`src/plbb_pkg.sv`:
```
// ----------------------------------------------------------------------------
// plbb_pkg
// Shared types and constants for the point list bounding box block.
// ----------------------------------------------------------------------------
package plbb_pkg;

  localparam int COORD_W        = 32;
  localparam int IDX_W          = 4;
  localparam int CNT_OUT_W      = 5;
  localparam int DEF_MAX_POINTS = 16;

  localparam logic signed [COORD_W-1:0] COORD_TOP    = {1'b0, {(COORD_W-1){1'b1}}};
  localparam logic signed [COORD_W-1:0] COORD_BOTTOM = {1'b1, {(COORD_W-1){1'b0}}};

  typedef enum logic [1:0] {
    REQ_ADD    = 2'd0,
    REQ_REMOVE = 2'd1,
    REQ_READ   = 2'd2,
    REQ_QUERY  = 2'd3
  } req_kind_t;

  typedef struct packed {
    req_kind_t                   req_type;
    logic signed [COORD_W-1:0]   x_coord;
    logic signed [COORD_W-1:0]   y_coord;
    logic [IDX_W-1:0]            point_index;
  } in_item_t;

  typedef struct packed {
    logic                        ok;
    logic signed [COORD_W-1:0]   point_x;
    logic signed [COORD_W-1:0]   point_y;
    logic signed [COORD_W-1:0]   box_min_x;
    logic signed [COORD_W-1:0]   box_min_y;
    logic signed [COORD_W-1:0]   box_max_x;
    logic signed [COORD_W-1:0]   box_max_y;
    logic [CNT_OUT_W-1:0]        point_count;
  } out_item_t;

  typedef struct packed {
    logic signed [COORD_W-1:0]   least_x;
    logic signed [COORD_W-1:0]   least_y;
    logic signed [COORD_W-1:0]   greatest_x;
    logic signed [COORD_W-1:0]   greatest_y;
  } box_t;

  localparam box_t BOX_EMPTY = '{
    least_x:    COORD_TOP,
    least_y:    COORD_TOP,
    greatest_x: COORD_BOTTOM,
    greatest_y: COORD_BOTTOM
  };

endpackage

```
`src/plbb_ram.sv`:
```
// ----------------------------------------------------------------------------
// plbb_ram
// Simple dual-port RAM, one write port, one read port, registered read.
// ----------------------------------------------------------------------------
module plbb_ram #(
  parameter int WIDTH = 64,
  parameter int DEPTH = 16
) (
  input  logic                     clk,
  input  logic                     we,
  input  logic [$clog2(DEPTH)-1:0] waddr,
  input  logic [WIDTH-1:0]         wdata,
  input  logic [$clog2(DEPTH)-1:0] raddr,
  output logic [WIDTH-1:0]         rdata
);

  logic [WIDTH-1:0] mem [DEPTH];

  always_ff @(posedge clk) begin
    if (we) begin
      mem[waddr] <= wdata;
    end
    rdata <= mem[raddr];
  end

endmodule

```
`src/plbb_box.sv`:
```
// ----------------------------------------------------------------------------
// plbb_box
// Running bounding box: clears to empty extremes, widens by one point a cycle.
// ----------------------------------------------------------------------------
module plbb_box (
  input  logic                                clk,
  input  logic                                rst_n,
  input  logic                                clear,
  input  logic                                widen,
  input  logic signed [plbb_pkg::COORD_W-1:0] x,
  input  logic signed [plbb_pkg::COORD_W-1:0] y,
  output plbb_pkg::box_t                      box
);
  import plbb_pkg::*;

  box_t box_r;
  box_t box_nxt;

  always_comb begin
    box_nxt = box_r;
    if (clear) begin
      box_nxt = BOX_EMPTY;
    end else if (widen) begin
      if (x > box_r.greatest_x) box_nxt.greatest_x = x;
      if (y > box_r.greatest_y) box_nxt.greatest_y = y;
      if (x < box_r.least_x)    box_nxt.least_x    = x;
      if (y < box_r.least_y)    box_nxt.least_y    = y;
    end
  end

  always_ff @(posedge clk) begin
    if (!rst_n) begin
      box_r <= BOX_EMPTY;
    end else begin
      box_r <= box_nxt;
    end
  end

  assign box = box_r;

`ifndef SYNTHESIS
  a_clear_empty: assert property (@(posedge clk) disable iff (!rst_n)
    clear |=> (box_r == BOX_EMPTY))
    else $error("box not empty after clear");
`endif

endmodule

```
`src/point_list_bounding_box.sv`:
```
// ----------------------------------------------------------------------------
// point_list_bounding_box
// Ordered point list in RAM with a running bounding box.
// ----------------------------------------------------------------------------
//  channel  dir  ports                          item
//  in       in   in_valid, in_stall, in_data    request (add/remove/read/query)
//  out      out  out_valid, out_stall, out_data one result per request
//
//  Add, query and failed requests: accept, then ST_DONE with the result in res_r.
//  Read: accept, ST_RDATA (one RAM read), then ST_DONE.
//  Remove: accept, ST_SCAN, then ST_DONE; one RAM pass reads every entry once,
//  writing entries above the index one slot down and rebuilding the box.
//  One item at a time; in_stall is high from accept until the result is
//  loaded into the output register, which holds it while out_stall is high.
//  Reset empties the list and the box; RAM contents are not cleared.
// ----------------------------------------------------------------------------
module point_list_bounding_box #(
  parameter int MAX_POINTS = plbb_pkg::DEF_MAX_POINTS
) (
  input  logic                clk,
  input  logic                rst_n,
  input  logic                in_valid,
  output logic                in_stall,
  input  plbb_pkg::in_item_t  in_data,
  output logic                out_valid,
  input  logic                out_stall,
  output plbb_pkg::out_item_t out_data
);
  import plbb_pkg::*;

  localparam int AW    = $clog2(MAX_POINTS);
  localparam int CNT_W = $clog2(MAX_POINTS + 1);

  typedef enum logic [1:0] {
    ST_IDLE,
    ST_RDATA,
    ST_SCAN,
    ST_DONE
  } state_t;

  state_t          state_r,    state_nxt;
  logic [CNT_W-1:0] count_r,   count_nxt;
  logic [CNT_W-1:0] scan_r,    scan_nxt;
  logic            rd_vld_r,   rd_vld_nxt;
  logic [AW-1:0]   rd_addr_d_r, rd_addr_d_nxt;
  in_item_t        req_r,      req_nxt;
  out_item_t       res_r,      res_nxt;
  logic            out_valid_r, out_valid_nxt;
  out_item_t       out_data_r, out_data_nxt;

  logic                      in_acc;
  logic                      idx_ok;
  logic [AW-1:0]             idx_a;
  logic [AW-1:0]             rmv_idx;
  logic                      mem_we;
  logic [AW-1:0]             mem_waddr;
  logic [2*COORD_W-1:0]      mem_wdata;
  logic [AW-1:0]             mem_raddr;
  logic [2*COORD_W-1:0]      mem_rdata;
  logic                      box_clear;
  logic                      box_widen;
  logic signed [COORD_W-1:0] box_x;
  logic signed [COORD_W-1:0] box_y;
  box_t                      box;

  assign in_stall = (state_r != ST_IDLE);
  assign in_acc   = in_valid && !in_stall;
  assign idx_a    = AW'(in_data.point_index);
  assign rmv_idx  = AW'(req_r.point_index);
  assign idx_ok   = (32'(in_data.point_index) < 32'(count_r)) &&
                    (32'(in_data.point_index) < MAX_POINTS);

  always_comb begin
    state_nxt     = state_r;
    count_nxt     = count_r;
    scan_nxt      = scan_r;
    rd_vld_nxt    = 1'b0;
    rd_addr_d_nxt = rd_addr_d_r;
    req_nxt       = req_r;
    res_nxt       = res_r;
    out_valid_nxt = out_valid_r;
    out_data_nxt  = out_data_r;
    mem_we        = 1'b0;
    mem_waddr     = count_r[AW-1:0];
    mem_wdata     = {in_data.x_coord, in_data.y_coord};
    mem_raddr     = idx_a;
    box_clear     = 1'b0;
    box_widen     = 1'b0;
    box_x         = in_data.x_coord;
    box_y         = in_data.y_coord;

    if (out_valid_r && !out_stall) begin
      out_valid_nxt = 1'b0;
    end

    unique case (state_r)
      ST_IDLE: begin
        if (in_acc) begin
          req_nxt   = in_data;
          res_nxt   = '0;
          state_nxt = ST_DONE;
          unique case (in_data.req_type)
            REQ_ADD: begin
              if (32'(count_r) < MAX_POINTS) begin
                mem_we     = 1'b1;
                box_widen  = 1'b1;
                count_nxt  = count_r + 1'b1;
                res_nxt.ok = 1'b1;
              end
            end
            REQ_REMOVE: begin
              if (idx_ok) begin
                box_clear = 1'b1;
                scan_nxt  = '0;
                state_nxt = ST_SCAN;
              end
            end
            REQ_READ: begin
              if (idx_ok) begin
                state_nxt = ST_RDATA;
              end
            end
            REQ_QUERY: begin
              if (32'(count_r) >= 2) begin
                res_nxt.ok        = 1'b1;
                res_nxt.box_min_x = box.least_x;
                res_nxt.box_min_y = box.least_y;
                res_nxt.box_max_x = box.greatest_x;
                res_nxt.box_max_y = box.greatest_y;
              end
            end
            default: ;
          endcase
        end
      end
      ST_RDATA: begin
        res_nxt.ok      = 1'b1;
        res_nxt.point_x = mem_rdata[2*COORD_W-1:COORD_W];
        res_nxt.point_y = mem_rdata[COORD_W-1:0];
        state_nxt       = ST_DONE;
      end
      ST_SCAN: begin
        if (rd_vld_r) begin
          box_x = mem_rdata[2*COORD_W-1:COORD_W];
          box_y = mem_rdata[COORD_W-1:0];
          if (rd_addr_d_r != rmv_idx) begin
            box_widen = 1'b1;
          end
          if (rd_addr_d_r > rmv_idx) begin
            mem_we    = 1'b1;
            mem_waddr = rd_addr_d_r - 1'b1;
            mem_wdata = mem_rdata;
          end
        end
        if (scan_r < count_r) begin
          mem_raddr     = scan_r[AW-1:0];
          rd_vld_nxt    = 1'b1;
          rd_addr_d_nxt = scan_r[AW-1:0];
          scan_nxt      = scan_r + 1'b1;
        end else if (!rd_vld_r) begin
          count_nxt  = count_r - 1'b1;
          res_nxt.ok = 1'b1;
          state_nxt  = ST_DONE;
        end
      end
      ST_DONE: begin
        if (!out_valid_r || !out_stall) begin
          out_valid_nxt            = 1'b1;
          out_data_nxt             = res_r;
          out_data_nxt.point_count = CNT_OUT_W'(count_r);
          state_nxt                = ST_IDLE;
        end
      end
      default: ;
    endcase
  end

  always_ff @(posedge clk) begin
    if (!rst_n) begin
      state_r     <= ST_IDLE;
      count_r     <= '0;
      scan_r      <= '0;
      rd_vld_r    <= 1'b0;
      out_valid_r <= 1'b0;
    end else begin
      state_r     <= state_nxt;
      count_r     <= count_nxt;
      scan_r      <= scan_nxt;
      rd_vld_r    <= rd_vld_nxt;
      out_valid_r <= out_valid_nxt;
    end
    rd_addr_d_r <= rd_addr_d_nxt;
    req_r       <= req_nxt;
    res_r       <= res_nxt;
    out_data_r  <= out_data_nxt;
  end

  assign out_valid = out_valid_r;
  assign out_data  = out_data_r;

  plbb_ram #(
    .WIDTH (2*COORD_W),
    .DEPTH (MAX_POINTS)
  ) u_points (
    .clk   (clk),
    .we    (mem_we),
    .waddr (mem_waddr),
    .wdata (mem_wdata),
    .raddr (mem_raddr),
    .rdata (mem_rdata)
  );

  plbb_box u_box (
    .clk   (clk),
    .rst_n (rst_n),
    .clear (box_clear),
    .widen (box_widen),
    .x     (box_x),
    .y     (box_y),
    .box   (box)
  );

`ifndef SYNTHESIS
  a_count_max: assert property (@(posedge clk) disable iff (!rst_n)
    32'(count_r) <= MAX_POINTS)
    else $error("point count above capacity");

  a_shift_order: assert property (@(posedge clk) disable iff (!rst_n)
    (state_r == ST_SCAN && mem_we) |-> (32'(mem_waddr) < 32'(scan_r)))
    else $error("shift write not below scan read");

  a_out_from_done: assert property (@(posedge clk) disable iff (!rst_n)
    $rose(out_valid_r) |-> $past(state_r == ST_DONE))
    else $error("result loaded outside done state");

  a_empty_box: assert property (@(posedge clk) disable iff (!rst_n)
    (state_r == ST_IDLE && count_r == '0) |-> (box == BOX_EMPTY))
    else $error("box not empty with no points");

  a_box_order: assert property (@(posedge clk) disable iff (!rst_n)
    (state_r == ST_IDLE && count_r != '0) |->
      (box.least_x <= box.greatest_x && box.least_y <= box.greatest_y))
    else $error("box extremes out of order");
`endif

endmodule
```
`config.mk`:
```
export PLATFORM = sky130hd
export DESIGN_NAME = point_list_bounding_box
export DESIGN_NICKNAME = d
export VERILOG_FILES = /design/src/plbb_pkg.sv /design/src/plbb_ram.sv /design/src/plbb_box.sv /design/src/point_list_bounding_box.sv
export SDC_FILE = /design/constraint.sdc
export NUM_CORES = 2
export LEC_CHECK = 0
export ABC_AREA = 1
export BUFFER_PORTS_ARGS = -buffer_cell sky130_fd_sc_hd__buf_4
export CORE_MARGIN = 1.5
export CORE_UTILIZATION = 40
export DETAILED_ROUTE_END_ITERATION = 12
export PLACE_DENSITY = 0.62
export SKIP_LAST_GASP = 1
export SLEW_MARGIN = 20
export SYNTH_ARGS = -nofsm -noshare
export SYNTH_HDL_FRONTEND = slang
export SYNTH_SLANG_ARGS = --single-unit
```
`constraint.sdc`:
```
create_clock -name clk -period 12.11 [get_ports clk]
set_clock_uncertainty 0.2 [all_clocks]
set_input_delay 2.422 -clock clk [delete_from_list [all_inputs] [get_ports clk]]
set_output_delay 2.422 -clock clk [all_outputs]
set_load 0.03 [all_outputs]
```
==> summary.md <==
| Metric | Value |
|---|---|
| Flops & latches, synth | 1629 |
| CP Data Arrival Time | 6.17 ns |
| Floorplan row count | 150 |
| Layout Area Growth over Synthesis | 13.6% |
| Peak supply drop | 0.163 mV |
| LEAKAGE | 29.0 nW |
| CP Capture Type | flop |
| I/O pins | 274 |
| Synth Area in Simple Gates | 12.9% |
| Final min period | 5.72 ns |
| Worst hold margin | 0.219 ns |
| Outcome | complete, no violations |
| Via count | 43800 |
| Nets | 5925 |
| Iter 0 DRT Violations | 4628 |
| Yosys cell types | 49 |
| DIE AREA | 0.170 mm2 |
| Root buf cell | clkbuf_16 |
| Clock Sinks | 1629 |
| Post-CTS Setup Repair Bufs | 0 |
| WP data required | 12.56 ns |
| Compound-Gate Fraction of Synth Area | 8.66% |
| Largest net degree at the start of global routing | 196 |
| Die X | 412 um |
| Detailed Route WL | 192 mm |
| First-pass GRT wire length | 277 mm |
| Overall global routing resource usage | 22.2% |
| Slew HR | 29.1% |
| Placed Cells incl. Taps | 7747 |
| Syn_area_per_cell | 12.2 um2 |
| Final period util | 47.3% |
| CTS Buffer Depth | 3 |
| Hold_buf cts | 0 |
| Die H | 412 um |
| GPL Wtd Cong | 0.929 |
| Max Cap Violations | 0 |
| Vias in the first global route | 40700 |
| Fill cells | 14800 |
| Final Max Slew Viols | 0 |
| Cell area after synthesis | 0.0670 mm2 |
| FMAX | 0.175 GHz |
| Startpoint Class | input port |
| Initial antenna violation count | 8 |
| Synth Instances | 5507 |
| Synth Net Count | 5733 |
| Synth Area in Adders | 2.85% |
| Wire per inst | 23.9 um |
| CTS-repair resized insts | 0 |
| Finished Layout Cells | 8037 |
| Starting density of the core | 40.2% |
| Fin. Hold Viols | 0 |
| Setup violations, final | 0 |
| PwrDens | 201 mW/mm2 |
| XOR/XNOR Fraction of Synth Area | 0.0653% |
| First-pass iteration count of the detailed router | 5 |
| Vias per std cell | 5.45 |
| Ys Warns | 0 |
| # port buffers | 273 |
| Clock Latency Late Sink | 0.81 ns |
| H-Tree Depth | 4 |
| RSZ-0062 raised after global routing | false |
| Max FO, Critical Path | 33 |
| Placed wire-length estimate | 110 mm |
| CTS Buf Count | 154 |
| CTS clock-pin slew for the worst setup and hold paths | 0.06 ns |
| Proportion of layout cells with a drive suffix above 1 | 12.5% |
| GRT overflow | 0 |
| Core area | 0.167 mm2 |
| Total Power | 15.3 mW |
| Sequential fraction of the synthesis area | 69.9% |
| Worst Tran Pin Value | 1.06 ns |
| Antenna Violating Nets Remaining | 0 |
| Crit path kind | input port to flop |
| CTS tree | yes |
| Final setup TNS | 0 ns |
| Largest family of logic cells by synthesized area | simple AND/OR/NAND/NOR gates |
| Drc violations | 0 |
| Mux cell area share after synthesis | 0% |
| Type of the worst min-delay path | flop to flop |
## report_power, final
group / internal (mW) / total [mW] / switching (mW)
Clock: 2.71 / 4.82 / 2.10
Combinational: 0.908 / 3.34 / 2.44
Sequential: 6.83 / 7.17 / 0.339
Total: 10.4 / 15.3 / 4.88
## placed cells by master, fill, tap and decap left out, types with 35 or more instances in the layout
cell / Yosys / routed
a21oi_1: 112 / 111
buf_4: 16 / 357
clkbuf_1: 92 / 35
clkbuf_16: 0 / 156
dfxtp_1: 206 / 206
edfxtp_1: 1423 / 1423
ha_1: 151 / 150
inv_1: 579 / 573
nand2_1: 611 / 605
nand3_1: 509 / 509
nand4_1: 107 / 107
nor2_1: 243 / 227
o211ai_1: 277 / 277
o21ai_0: 348 / 347
o21ai_1: 220 / 219
or2_0: 94 / 94
or2_1: 142 / 142
or2_2: 94 / 94
## per-layer routing
metal	global-route usage, %	wire length [um]	share of wire (%)	up-vias
li1	-	-	-	19900
met1	29.8	78000	41	21600
met2	35.7	90700	47	2003
met3	3.19	15100	7.8	353
met4	10.2	8590	4.5	4
met5	0	26	0.014	-
## worst max-delay path, stage by stage
cell      delay (ns)
buf_4           0.13
or2_2           0.28
o21ai_0         0.28
inv_1           0.19
ha_1            0.35
a21oi_1         0.13
o21ai_0         0.15
nand2_1         0.09
o211ai_1        0.09
a21oi_1         0.18
nand2_1         0.09
nand2_2         0.55
nand3_1         0.63
buf_4           0.43
nand2_1         0.08
nand3_1         0.06
## cells by family (layout without fill, tap and decap cells)
| logic type | after synthesis | count (layout) |
|---|---|---|
| flops | 1629 | 1629 |
| fa+ha+maj | 152 | 152 |
| other cells | 0 | 6 |
| xor+xnor | 5 | 5 |
| compound gates | 996 | 996 |
| buf+inv | 905 | 1225 |
| simple gates | 1820 | 1820 |
## worst paths after layout
check                                      end        start  depth (start not counted)  slack [ns]
worst min register to register    out_data[88]    res_r[88]                          0        0.22
worst max register to register   u_box.box[81]   state_r[0]                         22        6.56
worst min-delay path              out_data[88]    res_r[88]                          0        0.22
worst max-delay path            u_box.box[101]  in_data[55]                         16        6.39
## cells in the mapped netlist, drive strengths merged
library cell	instances	share of area [%]
a41oi	1	0.024
o21a	5	0.056
nand2	614	3.5
inv	584	3.3
and3	1	0.0093
fa	1	0.030
xor2	4	0.052
a21o	1	0.011
nand3	510	3.8
nor3b	1	0.011
o21ai	570	4.3
buf	223	1.8
o41ai	1	0.013
nand3b	3	0.034
a21boi	1	0.011
nor4	3	0.037
o211ai	277	3.1
a211oi	6	0.067
a21oi	113	0.85
clkbuf	98	0.56
nor3	8	0.060
xnor2	1	0.013
edfxtp	1423	64
nand4	107	1.0
dfxtp	206	6.2
nor2	243	1.4
or2	330	3.1
a31oi	3	0.037
o21bai	17	0.19
a311oi	1	0.013
ha	151	2.8
## stage by stage
stage / cell area (um2) / util (%) / setup slack [ns]
after floorplan: 67000 / - / 3.64
after global routing: 76200 / 45.6 / 6.12
after detailed placement: 71100 / 42.6 / 5.16
after global placement: 71100 / 42.6 / 5.12
after CTS: 76100 / 45.6 / 6.02
final: 76200 / 45.6 / 6.39
## state kept, by name (all words and copies together) (netlist names)
| register | cells |
|---|---|
| out_data | 198 |
| u_points.rdata | 64 |
| scan_r | 5 |
| out_valid | 1 |
| u_box.box | 128 |
| rd_vld_r | 1 |
| res_r | 193 |
| rmv_idx | 4 |
| state_r | 2 |
| rd_addr_d_r | 4 |
| u_points.mem | 1024 |
| count_r | 5 |
## layout make-up
cell class | instances | area, um2 | share of cell area (%)
Antenna cell | 6 | 15.0 | 0.0197
Multi-Input combinational cell | 2973 | 16600 | 21.8
Sequential cell | 1629 | 46900 | 61.5
Clock inverter | 76 | 761 | 0.999
Tap cell | 2204 | 2760 | 3.62
Timing Repair Buffer | 357 | 2680 | 3.52
Clock buffer | 208 | 4270 | 5.61
Inverter | 584 | 2230 | 2.93
No activity file was read; power rests on OpenSTA's default activity.
